===== src/ats_pkg.sv =====
// Package for the affine transform save stack.
// Holds widths, command codes and the item and matrix types shared by all modules.
// No dependencies.
package ats_pkg;

    localparam int COEF_W      = 32;
    localparam int N_COEF      = 6;
    localparam int FRAC_BITS   = 16;
    localparam int STACK_DEPTH = 32;
    localparam int CMD_W       = 3;
    localparam int CNT_W       = 3;
    localparam int LEVEL_OUT_W = 6;
    localparam int LVL_W       = $clog2(STACK_DEPTH + 1);
    localparam int ADDR_W      = (STACK_DEPTH > 1) ? $clog2(STACK_DEPTH) : 1;
    localparam int PROD_W      = 2 * COEF_W;
    localparam int SUM_W       = PROD_W + 1;
    localparam int QUEUE_DEPTH = 4;
    localparam int QPTR_W      = 2;

    localparam int S_TDATA_W   = ((N_COEF * COEF_W + CNT_W + 1 + 7) / 8) * 8;
    localparam int M_TDATA_W   = ((N_COEF * COEF_W + 1 + LEVEL_OUT_W + 7) / 8) * 8;

    localparam logic [CMD_W-1:0] CMD_BEGIN   = 3'd0;
    localparam logic [CMD_W-1:0] CMD_SAVE    = 3'd1;
    localparam logic [CMD_W-1:0] CMD_RESTORE = 3'd2;
    localparam logic [CMD_W-1:0] CMD_CONCAT  = 3'd3;
    localparam logic [CMD_W-1:0] CMD_QUERY   = 3'd4;

    typedef logic signed [COEF_W-1:0] t_coef;

    typedef struct packed {
        t_coef f;
        t_coef e;
        t_coef d;
        t_coef c;
        t_coef b;
        t_coef a;
    } t_mat;

    typedef struct packed {
        logic [CMD_W-1:0] op;
        t_mat             m;
        logic             lost;
    } t_item;

    typedef struct packed {
        logic full;
        logic empty;
    } t_q_status;

    localparam t_coef COEF_ONE = t_coef'(64'd1 << FRAC_BITS);

endpackage


===== src/ats_queue.sv =====
// Short queue between front and back end, register based.
// Depends on ats_pkg.
module ats_queue import ats_pkg::*; (
    input  logic      i_clk,
    input  logic      i_rst_n,
    input  logic      i_push,
    input  t_item     i_item,
    input  logic      i_pop,
    output t_item     o_item,
    output t_q_status o_status
);

    t_item             r_mem [QUEUE_DEPTH];
    logic [QPTR_W-1:0] r_wptr, n_wptr;
    logic [QPTR_W-1:0] r_rptr, n_rptr;
    logic [QPTR_W:0]   r_count, n_count;

    assign o_status.full  = (r_count == (QPTR_W+1)'(QUEUE_DEPTH));
    assign o_status.empty = (r_count == '0);
    assign o_item         = r_mem[r_rptr];

    always_comb begin
        n_wptr  = r_wptr;
        n_rptr  = r_rptr;
        n_count = r_count;
        if (i_push) begin
            n_wptr = r_wptr + 1'b1;
        end
        if (i_pop) begin
            n_rptr = r_rptr + 1'b1;
        end
        if (i_push && !i_pop) begin
            n_count = r_count + 1'b1;
        end else if (!i_push && i_pop) begin
            n_count = r_count - 1'b1;
        end
    end

    always_ff @(posedge i_clk) begin
        if (!i_rst_n) begin
            r_wptr  <= '0;
            r_rptr  <= '0;
            r_count <= '0;
        end else begin
            r_wptr  <= n_wptr;
            r_rptr  <= n_rptr;
            r_count <= n_count;
        end
    end

    always_ff @(posedge i_clk) begin
        if (i_push) begin
            r_mem[r_wptr] <= i_item;
        end
    end

    assert property (@(posedge i_clk) disable iff (!i_rst_n)
        i_pop |-> !o_status.empty)
        else $error("pop from empty queue");

    assert property (@(posedge i_clk) disable iff (!i_rst_n)
        r_count <= (QPTR_W+1)'(QUEUE_DEPTH))
        else $error("queue count overrun");

endmodule


===== config.mk =====
export PLATFORM = sky130hd
export DESIGN_NAME = ats_queue
export DESIGN_NICKNAME = d
export VERILOG_FILES = /design/src/ats_pkg.sv /design/src/ats_queue.sv
export SDC_FILE = /design/constraint.sdc
export NUM_CORES = 1
export LEC_CHECK = 0
export ABC_AREA = 1
export BUFFER_PORTS_ARGS = -buffer_cell sky130_fd_sc_hd__buf_4
export CAP_MARGIN = 25
export CORE_MARGIN = 4
export CORE_UTILIZATION = 54
export CTS_BUF_LIST = sky130_fd_sc_hd__clkbuf_2 sky130_fd_sc_hd__clkbuf_4 sky130_fd_sc_hd__clkbuf_8
export DETAILED_ROUTE_END_ITERATION = 6
export PLACE_DENSITY_LB_ADDON = 0.1
export SLEW_MARGIN = 20
export SYNTH_ARGS = -nofsm -noshare
export SYNTH_HDL_FRONTEND = slang
export SYNTH_SLANG_ARGS = --single-unit
export TNS_END_PERCENT = 20

===== constraint.sdc =====
create_clock -name i_clk -period 6.2 [get_ports i_clk]
set_clock_uncertainty 0.05 [all_clocks]
set_input_delay 1.86 -clock i_clk [delete_from_list [all_inputs] [get_ports i_clk]]
set_output_delay 1.86 -clock i_clk [all_outputs]
set_load 0.05 [all_outputs]

After elaboration in Yosys (flattened, before gate mapping)
Memories as Yosys holds them, arrays and structs flattened. A register that Yosys moved wholly into a read port is not among the register bits.
Index checks and enable logic that the tools add are counted.
- bits in registers: 7
- memory bits (writable): 784
- input bits: 200
- output and inout port bits: 198
- word-level logic and storage cells: 21
- memories: 1
- add/sub/neg operators: 4
- eq/ne operators: 1
- muxes and demuxes: 6
- reductions and logical operators: 6
- memories (name ; words ; width ; rd ports ; clocked after memory_dff ; write ports ; line ; RTL):
    r_mem ; 4 ; 196 ; 1 ; 1 ; 1 ; ats_queue.sv:13 ; t_item r_mem [QUEUE_DEPTH];
- operator list (operator ; count):
    2-to-1 mux 3 bit ; 2
    adder 2 x 1 -> 2 bit (second input constant) ; 2
    2-to-1 mux 2 bit ; 2
    adder 3 x 1 -> 3 bit (second input constant) ; 1
    equality test 3 bit (second input constant) ; 1
    zero test 3 bit ; 1
    subtractor 3 x 1 -> 3 bit (second input constant) ; 1
    logical AND 1 bit ; 2
    zero test 1 bit ; 2
    2-to-1 mux 1 bit ; 2
    nonzero test 2 bit ; 1

Depth between registers and ports, before layout
- word-level depth: 4
- mapped depth: 10

Worst setup path before layout
No wires, ideal clock.
- kind: input -> register
- from: input i_push
- to: memory r_mem[2][0] (netlist name), enable pin
- arrival time: 5.657 ns
- path slack: -0.055 ns
- stages on the path: 2
- buffers on the path: 0
- cells stage by stage: nand2_1 -> inv_1
- longest elaborated chain between the ends: 2
- ends and longest elaborated chain (element ; line ; RTL):
    from (decl) ; ats_queue.sv:6 ; input logic i_push,
    2-to-1 mux 1 bit ; ats_queue.sv:52 ; if (i_push) begin
    2-to-1 mux 1 bit (implied by the code) ; ats_queue.sv:53 ; r_mem[r_wptr] <= i_item;
    to (decl) ; ats_queue.sv:13 ;
No other way between the ends.

==> flow_summary.toml <==
[logic_synthesis]
synthArstFlopShare_pct = 0
synth_seq_area_share_pct = 80.7
synth_fp_nets = 2159
synth_mux_area_share_pct = 0
synth_compound_area_share_pct = 11.0
avgSynthCellArea_sq_um = 15.1
synth_fa_ha_area_share_pct = 0.281
synth-edff-count = 784
synth_cell_type_count = 21
syn-cell-area_sq_um = 29400
synthCells = 1953
synth-xor-area-share_pct = 0
synth_top_family_by_area = "compound AO/OA/AOI/OAI gates"
synth-main-ff-cell = "edfxtp_1"
synth_seq_cells = 793
synthSimpleGateAreaFrac_pct = 5.25
yosysWarnings = 0

[cells_and_area]
area_delta_synth_final_pct = 19.9
multi_input_area_sq_um = 4870
ff_latch_area_sq_um = 23700
mostFrequentLayoutCells = "784 x edfxtp_1, 414 x buf_4, 397 x nor2_1, 214 x o21ai_0, 196 x o22ai_1"
drive_gt1_share_pct = 25.2
layout_commonest_cell = "edfxtp_1"
layout.nets = 2583
fillers = 3919

[clock_tree]
clock_latency_ns = 0.73
htree_num_levels = 4
cts_made_buffers = 130
clk_pin_slew_worst_paths_ns = 0.05
cts_sinks = 793
root_buffer = "clkbuf_8"
cts_hold_buf = 0
clockBufferDepth = 3
cts_tree = "built"
cts_resized = 0
cts_setup_buffers = 0

[worst_hold_path]
holdCritStartpoint = "r_rptr[1]$_SDFFE_PN0P_"
hold_path_class = "reg2reg"
min_path_cells = 1

[critical_path]
worst-path-buf-inv = 3
rr_endpoint = "r_mem[1][36]$_DFFE_PP_"
crit_type = "reg2out"
r2r_slack_ns = 3.81
crit_path_max_fanout = 171
crit_chain = "clkinv_8, buf_12, o21ai_1, o22ai_1, buf_4"
critPathArrivalTime_ns = 3.54
crit_required_ns = 4.29
slowest_stage = "dfxtp_4"
crit_path_end_kind = "primary output"
reg2regPathDepth = 5
critPathMaxStageDelay_ns = 0.81
startpoint_type = "flip-flop"
rr_startpoint = "r_wptr[1]$_SDFFE_PN0P_"
cp_top_family = "buffers and inverters"

[floorplanning]
ios = 398
num_rows = 85
dieArea_sq_um = 58300
start_util_pct = 54.6
die_w_um = 241
die_h_um = 241
coreArea_sq_um = 53800

[drt]
avgViaCountPerCell = 5.62
top_layer = "met5"
wirelength_um = 67600
wl_per_cell_um = 21.3
drc_errors = 0
first_pass_iters = 5
met1_length_um = 27100
drt_iter0_markers = 1029
vias = 17900
route.met3.wl_um = 5540
ant_nets = 0
wl_met2_um = 33300

[power_and_ir_drop]
power.leakage_nw = 12.3
peakVddDrop_uv = 256
p_per_area_nw_per_um2 = 345

[timing]
period_needed_ns = 5.45
grt_setup_unrepaired = "false"
setup_viol = 0
fmax_mhz = 183
slew_violations = 0
hold_slack_ns = 0.382
tightest_slew_ns = 1.16
max_slew_margin_pct = 22.6
setup-tns-final_ns = 0
final_hold_viol_count = 0
period_share_pct = 88.0

[grt]
grt_max_degree = 233
grt_pass1_vias = 17200
grt_use_total_pct = 22.5
grt_pass1_wl_um = 99200
grt_antenna_before_repair = 12
overflow = 0

[placed_design]
dpl.hpwl_um = 37300
routabilityCongestion = 0.761
io_buffers = 397

[status]
status = "finished, final reports clean"

[job]
maxCapViolCount = 0
-- power by group --
part | switching [mW] | internal, mW
logic | 1.27 | 0.475
registers | 0.0653 | 6.14
clock network | 1.99 | 2.22
-- per-layer routing --
metal | GRT usage [%] | vias to the layer above
li1 | - | 8300
met1 | 29.2 | 8875
met2 | 35.6 | 551
met3 | 7.87 | 117
met4 | 7.95 | 14
met5 | 0 | -
-- worst register-to-register path: cells and delay by family, from the launching register on --
kind,cells,cell delay (ns)
buffers and inverters,3,1.42
DFF,1,0.32
adders and majority gates,1,0.14
and+or+nand+nor,1,0.12
-- kinds of logic (layout without fill, tap and decap cells) --
kind of cell               after synthesis  in the layout
and+or+nand+nor                        410            410
adders and majority gates                6              6
buffers and inverters                  146            667
AOI/OAI and AO/OA                      598            598
DFF                                    793            793
other                                    0              5
-- synthesized netlist by cell type (2+ instances only) --
master	number	area share (%)
o21ai_1	184	3.1
dfxtp_1	9	0.61
ha_1	5	0.21
buf_6	22	0.84
o22ai_1	196	4.2
nand2_1	9	0.11
nor2_1	397	5.1
buf_2	43	0.73
a21oi_1	4	0.068
nor3_1	2	0.034
o21ai_0	214	3.6
inv_1	15	0.19
edfxtp_1	784	80
buf_4	9	0.23
clkbuf_1	45	0.57
clkbuf_2	10	0.17
-- through the flow --
| step | std cells | setup WS (ns) | utilization (%) | total power [mW] | instance area (sq um) |
|---|---|---|---|---|---|
| 2_1_floorplan | 1953 | -0.0547 | - | 7.46 | 29400 |
| 3_3_place_gp | 2941 | 1.61 | 61.0 | 8.05 | 32800 |
| 3_5_place_dp | 2941 | 1.52 | 61.0 | 8.08 | 32800 |
| 4_1_cts | 3170 | 0.689 | 65.5 | 12.3 | 35200 |
| 5_1_grt | 3173 | 0.543 | 65.5 | 12.7 | 35300 |
| 6_report | 3175 | 0.747 | 65.5 | 12.2 | 35300 |
-- final cells by class --
type                            instances  share of cell area (%)
Sequential cell                       793                    67.3
Antenna cell                            5                  0.0355
Multi-Input combinational cell       1014                    13.8
Timing Repair Buffer                  421                    9.21
Inverter                               17                   0.305
Clock buffer                          170                    5.94
Clock inverter                         59                   0.923
Tap cell                              696                    2.47
-- registers in the layout, indices dropped and copies added (netlist names), named ones only --
name / count
r_rptr: 2
r_mem: 784
r_wptr: 2
r_count: 3
-- how the worst max path moves through the flow --
stage,cells after the start,to
global placement,5,o_item[118]
global route,5,o_item[88]
detailed placement,5,o_item[121]
floorplan,2,r_mem[3][0]$_DFFE_PP_
CTS,5,o_item[121]
finish,5,o_item[83]
Power figures use the tool's default switching activity.
