<file path="src/ats_pkg.sv">
// Package for the affine transform save stack.
// Holds widths, command codes and the item and matrix types shared by all modules.
// No dependencies.
package ats_pkg;

    localparam int COEF_W      = 32;
    localparam int N_COEF      = 6;
    localparam int FRAC_BITS   = 16;
    localparam int STACK_DEPTH = 32;
    localparam int CMD_W       = 3;
    localparam int CNT_W       = 3;
    localparam int LEVEL_OUT_W = 6;
    localparam int LVL_W       = $clog2(STACK_DEPTH + 1);
    localparam int ADDR_W      = (STACK_DEPTH > 1) ? $clog2(STACK_DEPTH) : 1;
    localparam int PROD_W      = 2 * COEF_W;
    localparam int SUM_W       = PROD_W + 1;
    localparam int QUEUE_DEPTH = 4;
    localparam int QPTR_W      = 2;

    localparam int S_TDATA_W   = ((N_COEF * COEF_W + CNT_W + 1 + 7) / 8) * 8;
    localparam int M_TDATA_W   = ((N_COEF * COEF_W + 1 + LEVEL_OUT_W + 7) / 8) * 8;

    localparam logic [CMD_W-1:0] CMD_BEGIN   = 3'd0;
    localparam logic [CMD_W-1:0] CMD_SAVE    = 3'd1;
    localparam logic [CMD_W-1:0] CMD_RESTORE = 3'd2;
    localparam logic [CMD_W-1:0] CMD_CONCAT  = 3'd3;
    localparam logic [CMD_W-1:0] CMD_QUERY   = 3'd4;

    typedef logic signed [COEF_W-1:0] t_coef;

    typedef struct packed {
        t_coef f;
        t_coef e;
        t_coef d;
        t_coef c;
        t_coef b;
        t_coef a;
    } t_mat;

    typedef struct packed {
        logic [CMD_W-1:0] op;
        t_mat             m;
        logic             lost;
    } t_item;

    typedef struct packed {
        logic full;
        logic empty;
    } t_q_status;

    localparam t_coef COEF_ONE = t_coef'(64'd1 << FRAC_BITS);

endpackage

</file>
<file path="src/ats_front.sv">
// Front end: unpacks incoming transfers and classifies them into queue items.
// Depends on ats_pkg.
module ats_front import ats_pkg::*; (
    input  logic                 i_clk,
    input  logic                 i_rst_n,
    input  logic                 i_valid,
    output logic                 o_ready,
    input  logic [S_TDATA_W-1:0] i_data,
    input  logic [CMD_W-1:0]     i_user,
    input  t_q_status            i_q_status,
    output logic                 o_push,
    output t_item                o_item
);

    logic [CNT_W-1:0] cnt;
    logic [CNT_W-1:0] cnt_eff;
    logic             is_concat;
    t_mat             raw;

    assign raw     = i_data[N_COEF*COEF_W-1:0];
    assign cnt     = i_data[N_COEF*COEF_W +: CNT_W];
    assign cnt_eff = (cnt > CNT_W'(N_COEF)) ? CNT_W'(N_COEF) : cnt;
    assign is_concat = (i_user == CMD_CONCAT);

    assign o_ready = !i_q_status.full && i_rst_n;
    assign o_push  = i_valid && o_ready;

    always_comb begin
        o_item      = '0;
        o_item.lost = i_data[N_COEF*COEF_W + CNT_W];
        o_item.m    = raw;
        case (i_user)
            CMD_BEGIN, CMD_SAVE, CMD_RESTORE, CMD_CONCAT: o_item.op = i_user;
            default:                                      o_item.op = CMD_QUERY;
        endcase
        // leading operands that are not present count as zero
        if (is_concat) begin
            if (cnt_eff < CNT_W'(6)) o_item.m.a = '0;
            if (cnt_eff < CNT_W'(5)) o_item.m.b = '0;
            if (cnt_eff < CNT_W'(4)) o_item.m.c = '0;
            if (cnt_eff < CNT_W'(3)) o_item.m.d = '0;
            if (cnt_eff < CNT_W'(2)) o_item.m.e = '0;
            if (cnt_eff < CNT_W'(1)) o_item.m.f = '0;
        end
    end

    assert property (@(posedge i_clk) disable iff (!i_rst_n)
        o_push |-> !i_q_status.full)
        else $error("push into full queue");

endmodule

</file>
<file path="config.mk">
export PLATFORM = sky130hd
export DESIGN_NAME = ats_front
export DESIGN_NICKNAME = d
export VERILOG_FILES = /design/src/ats_pkg.sv /design/src/ats_front.sv
export SDC_FILE = /design/constraint.sdc
export NUM_CORES = 1
export LEC_CHECK = 0
export ABC_AREA = 1
export BUFFER_PORTS_ARGS = -buffer_cell sky130_fd_sc_hd__buf_2
export CAP_MARGIN = 40
export CORE_AREA = 5 5 157 159
export DETAILED_ROUTE_END_ITERATION = 10
export DIE_AREA = 0 0 162 164
export GPL_ROUTABILITY_DRIVEN = 0
export PLACE_DENSITY = 0.42
export SYNTH_ARGS = -nofsm -noshare
export SYNTH_HDL_FRONTEND = slang
export SYNTH_SLANG_ARGS = --single-unit
</file>
<file path="constraint.sdc">
create_clock -name vclk -period 2
set_input_delay 0.2 -clock vclk [all_inputs]
set_output_delay 0.2 -clock vclk [all_outputs]
set_load 0.02 [all_outputs]
</file>
Word-level counts from Yosys, hierarchy flattened
Cells that the tools add are included.

operators by class
  div/mod/pow operators = 0
  mux-type cells = 9
  shift-type cells = 0
  equal/unequal tests = 3
  $add $sub $neg = 0
  bitwise logic cells = 0
  multipliers = 0
  order comparisons = 7
  reduce and logical (&&, ||, !) cells = 5

operators by type and width
  kind                  number
  $mux W192             1
  $mux W32              6
  $lt A3 B3 Y1 const B  3
  $eq A3 B2 Y1 const B  2
  $lt A3 B2 Y1 const B  2
  $mux W3               2
  $reduce_or A4 Y1      1
  $eq A3 B1 Y1 const B  1
  $gt A3 B3 Y1 const B  1
  $logic_not A3 Y1      1
  $lt A3 B1 Y1 const B  1
  $logic_and A1 B1 Y1   2
  $logic_not A1 Y1      1

storage, ports and cells
  memories = 0
  bits of input ports = 208
  register bits = 0
  bits in read-only memories = 0
  bits in writable memories = 0
  logic and storage cells = 24
  bits in latches = 0

Logic depth before layout (Yosys ltp)
  depth after elaboration = 5
  depth in mapped cells = 5

Least setup slack after synthesis
No wires, ideal clock.

  path kind = input -> output
  start point = in i_data[193]
  end point = out o_item[45] in the netlist's numbering
  stages on the path = 3
  buffers on the path = 1
  arrival time = 0.922 ns
  path slack = 0.878 ns
  cell sequence = o21ai_1 -> clkbuf_1 -> a21oi_1

RTL lines
  element      RTL line         source
  from (decl)  ats_front.sv:8   input logic [S_TDATA_W-1:0] i_data,
  to (decl)    ats_front.sv:12  output t_item o_item

==> impl_results.html <==
<table>
<tr><th>Metric</th><th>Value</th></tr>
<tr><th colspan="2">Power and ir drop</th></tr>
<tr><td>Clock share of power</td><td>0%</td></tr>
<tr><td>Net Switching</td><td>around 620 uW</td></tr>
<tr><td>Leakage</td><td>about 3.1 nW</td></tr>
<tr><td>Combinational Power Share</td><td>between 90% and 100%</td></tr>
<tr><td>Power Internal</td><td>395.1 uW</td></tr>
<tr><td>Largest voltage drop on the vdd net</td><td>0.08455 mV</td></tr>
<tr><td>Total power consumption of the routed design</td><td>roughly 1.0 mW</td></tr>
<tr><td>Part of the power in registers</td><td>0%</td></tr>
<tr><td>Sw Share</td><td>roughly three fifths</td></tr>
<tr><td>Power density cells</td><td>between 200 and 300 mW/mm2</td></tr>
<tr><th colspan="2">Routing</th></tr>
<tr><td>Average wire per standard cell</td><td>a little over 10 um</td></tr>
<tr><td>1st-pass router iterations</td><td>4</td></tr>
<tr><td>Post-detailed-routing wire length</td><td>between 10 and 15 mm</td></tr>
<tr><td>Number of vias in the routed layout</td><td>between 3000 and 4000</td></tr>
<tr><td>Detailed-route vias per instance</td><td>3.155</td></tr>
<tr><td>Starting DRT DRC Count</td><td>100</td></tr>
<tr><td>Number of remaining DRC errors</td><td>0</td></tr>
<tr><td>Final ANT Viol Nets</td><td>0</td></tr>
<tr><th colspan="2">Worst hold path</th></tr>
<tr><td>Worst Hold Class</td><td>in -&gt; out</td></tr>
<tr><th colspan="2">Finish</th></tr>
<tr><td>Final instance area</td><td>between 0.004 and 0.005 mm2</td></tr>
<tr><td>Number of sequential storage elements</td><td>0</td></tr>
<tr><td>Fraction of final layout cells sized beyond drive strength 1</td><td>between 50% and 60%</td></tr>
<tr><td>Antenna diode instance count</td><td>0</td></tr>
<tr><td>Register area</td><td>0 um2</td></tr>
<tr><td>Final-layout clock buffer total</td><td>0</td></tr>
<tr><td>Layout Nets</td><td>1025</td></tr>
<tr><td>Post-route insts no fill</td><td>between 1000 and 1500</td></tr>
<tr><td>Area grow syn2layout</td><td>134.2%</td></tr>
<tr><th colspan="2">Die</th></tr>
<tr><td>Die width</td><td>about 160 um</td></tr>
<tr><td>Core box area</td><td>roughly 0.023 mm2</td></tr>
<tr><td>Area enclosed by the die boundary</td><td>around 0.027 mm2</td></tr>
<tr><td>Vertical extent of the die</td><td>~160 um</td></tr>
<tr><td>Initial core utilization</td><td>roughly 7.5%</td></tr>
<tr><td>Number of placement rows</td><td>56</td></tr>
<tr><td># IOs</td><td>between 400 and 500</td></tr>
<tr><th colspan="2">Critical path</th></tr>
<tr><td>Setup CP Type</td><td>in -&gt; out</td></tr>
<tr><td>Cell repeated most along the worst path</td><td>sky130_fd_sc_hd__buf_2</td></tr>
<tr><td>Stage delay of the slowest cell on the critical path</td><td>around 0.32 ns</td></tr>
<tr><td>Worst Path Required</td><td>1.80 ns</td></tr>
<tr><td>Critical Path Sink Type</td><td>output port</td></tr>
<tr><td>WP data arrival</td><td>approximately 1.3 ns</td></tr>
<tr><td>Category of the worst setup path launch point</td><td>input pin</td></tr>
<tr><td>Library cell contributing the largest single delay on the critical path</td><td>sky130_fd_sc_hd__buf_4</td></tr>
<tr><td>Critical path cell sequence</td><td>buf_2 &gt; inv_2 &gt; nand3_2 &gt; nor2_2 &gt; buf_4 &gt; nor2_1 &gt; buf_2</td></tr>
<tr><td>Max Fanout on Critical Path</td><td>32</td></tr>
<tr><th colspan="2">GRT</th></tr>
<tr><td>Global-route wire length before repair</td><td>around 15 mm</td></tr>
<tr><td>Initial antenna violation count</td><td>1</td></tr>
<tr><td>Pin count of the biggest net entering global routing</td><td>33</td></tr>
<tr><td>All-Layer GR Usage</td><td>under 10%</td></tr>
<tr><td>Overall overflow remaining after global route</td><td>0</td></tr>
<tr><td>Via count of the first global-routing pass</td><td>3141</td></tr>
<tr><th colspan="2">Outcome</th></tr>
<tr><td>Result of the run</td><td>finished clean</td></tr>
<tr><th colspan="2">Timing</th></tr>
<tr><td>Max_slew headroom</td><td>about three quarters</td></tr>
<tr><td>Final setup TNS</td><td>0 ns</td></tr>
<tr><td>Final Cycle Share</td><td>around 74%</td></tr>
<tr><td>Hold Violations, Final</td><td>0</td></tr>
<tr><td>Highest clock rate</td><td>678.2 MHz</td></tr>
<tr><td>Final critical path time including I/O delays and setup</td><td>roughly 1.5 ns</td></tr>
<tr><td>Worst Hold Slack</td><td>~0.40 ns</td></tr>
<tr><td>Tightest Pin Transition</td><td>approximately 0.35 ns</td></tr>
<tr><td>Total of endpoints with negative setup slack in the final report</td><td>0</td></tr>
<tr><td>Setup repair after global routing missed its margin</td><td>false</td></tr>
<tr><td>Max-slew violation count</td><td>0</td></tr>
<tr><th colspan="2">Clocking</th></tr>
<tr><td>Total of cells resized after clock tree synthesis</td><td>0</td></tr>
<tr><td>Number of hold buffers added after CTS</td><td>0</td></tr>
<tr><td>Number of buffers inserted by post-CTS setup repair</td><td>0</td></tr>
<tr><th colspan="2">Place</th></tr>
<tr><td>Number of placed cells counting well taps</td><td>about 1100</td></tr>
<tr><td>Placed standard-cell area</td><td>around 0.0040 mm2</td></tr>
<tr><td>Detailed placer's ending HPWL</td><td>slightly above 10 mm</td></tr>
<tr><td>Buffers added on ports</td><td>~400</td></tr>
<tr><th colspan="2">Yosys</th></tr>
<tr><td>Post-synth net total</td><td>around 640</td></tr>
<tr><td>Number of instances in the synthesized netlist</td><td>approximately 430</td></tr>
<tr><td>Netlist area before placement</td><td>about 0.0017 mm2</td></tr>
<tr><td>Share of the synthesized area in the top cell type</td><td>43.29%</td></tr>
<tr><td>Sequential share of the synthesized area</td><td>0%</td></tr>
<tr><td>Average size of a mapped cell</td><td>3.985 um2</td></tr>
<tr><td>Largest area contributor in the synthesized netlist</td><td>sky130_fd_sc_hd__inv_1</td></tr>
<tr><td>Top cells by area, synth</td><td>sky130_fd_sc_hd__inv_1 (43%), sky130_fd_sc_hd__nor2_1 (36%), sky130_fd_sc_hd__a21oi_1 (9.3%)</td></tr>
<tr><td>Synth warnings</td><td>0</td></tr>
<tr><td>Number of unique standard cell types used by synthesis</td><td>12</td></tr>
<tr><th colspan="2">Flow run</th></tr>
<tr><td>Max-cap violations</td><td>0</td></tr>
</table>
-- area by class of cell --
class                      instances  area, um2
fill                            2744      19080
multi-input combinational        210      858.3
tap                              290      362.8
inverter                         200      750.7
timing repair buffer             405       2069
-- cell usage after synthesis --
cell type,n
sky130_fd_sc_hd__inv_1,199
sky130_fd_sc_hd__nor2_1,165
sky130_fd_sc_hd__a21oi_1,32
sky130_fd_sc_hd__buf_2,17
sky130_fd_sc_hd__nand2_1,5
sky130_fd_sc_hd__nor2_2,5
sky130_fd_sc_hd__buf_4,4
sky130_fd_sc_hd__clkbuf_1,2
sky130_fd_sc_hd__inv_2,1
sky130_fd_sc_hd__nand3_2,1
sky130_fd_sc_hd__nor3b_1,1
sky130_fd_sc_hd__o21ai_1,1
-- worst max-delay path: cells and delay by family --
kind	cells	cell delay, ns
buf+inv	4	0.67
simple gates	3	0.38
-- metrics by stage --
step                      setup WS [ns]  utilization [%]
final                            0.5255            17.48
after global routing             0.4026            17.48
after CTS                        0.5065            17.48
after detailed placement         0.5010            17.48
after global placement           0.5091            17.48
after floorplan                  0.8784                -
-- kinds of logic (layout without fill, tap and decap cells) --
family | count (synthesis) | in the layout | synth area share, %
compound gates | 33 | 33 | 9.572
buf+inv | 223 | 605 | 50.62
simple gates | 177 | 177 | 39.81
-- per-layer routing --
layer  share of wire [%]  global-route usage [%]  wire (um)  vias up
met5                0.12                       0         13        -
met4                 1.3                  0.9227        147        2
met3                  11                   1.430       1237       10
met2                  53                   14.38       5918      219
met1                  35                   7.045       3918     1379
li1                    -                       -          -     1876
-- cells in the final DEF, fill, tap and decap left out --
master / count
sky130_fd_sc_hd__nand3_2: 1
sky130_fd_sc_hd__nand2_1: 5
sky130_fd_sc_hd__a21oi_1: 32
sky130_fd_sc_hd__nor2_2: 6
sky130_fd_sc_hd__o21ai_2: 1
sky130_fd_sc_hd__nor3b_1: 1
sky130_fd_sc_hd__nor2_1: 164
sky130_fd_sc_hd__inv_1: 199
sky130_fd_sc_hd__buf_12: 2
sky130_fd_sc_hd__inv_2: 1
sky130_fd_sc_hd__buf_4: 5
sky130_fd_sc_hd__buf_2: 398
-- path summary, 6_finish.rpt --
| kind | depth (start not counted) | slack (ns) | start | end |
|---|---|---|---|---|
| setup / recovery | 7 | 0.53 | i_user[2] | o_item[75] |
| hold / removal | 0 | 0.40 | i_data[195] | o_item[0] |
-- power groups by stage --
stage | Sequential, mW | Combinational, mW | Clock [mW]
final | 0 | 1.02 | 0
after global placement | 0 | 1.03 | 0
after floorplan | 0 | 0.555 | 0
after CTS | 0 | 1.03 | 0
after detailed placement | 0 | 1.03 | 0
after global routing | 0 | 1.11 | 0
Power figures use the tool's default switching activity.
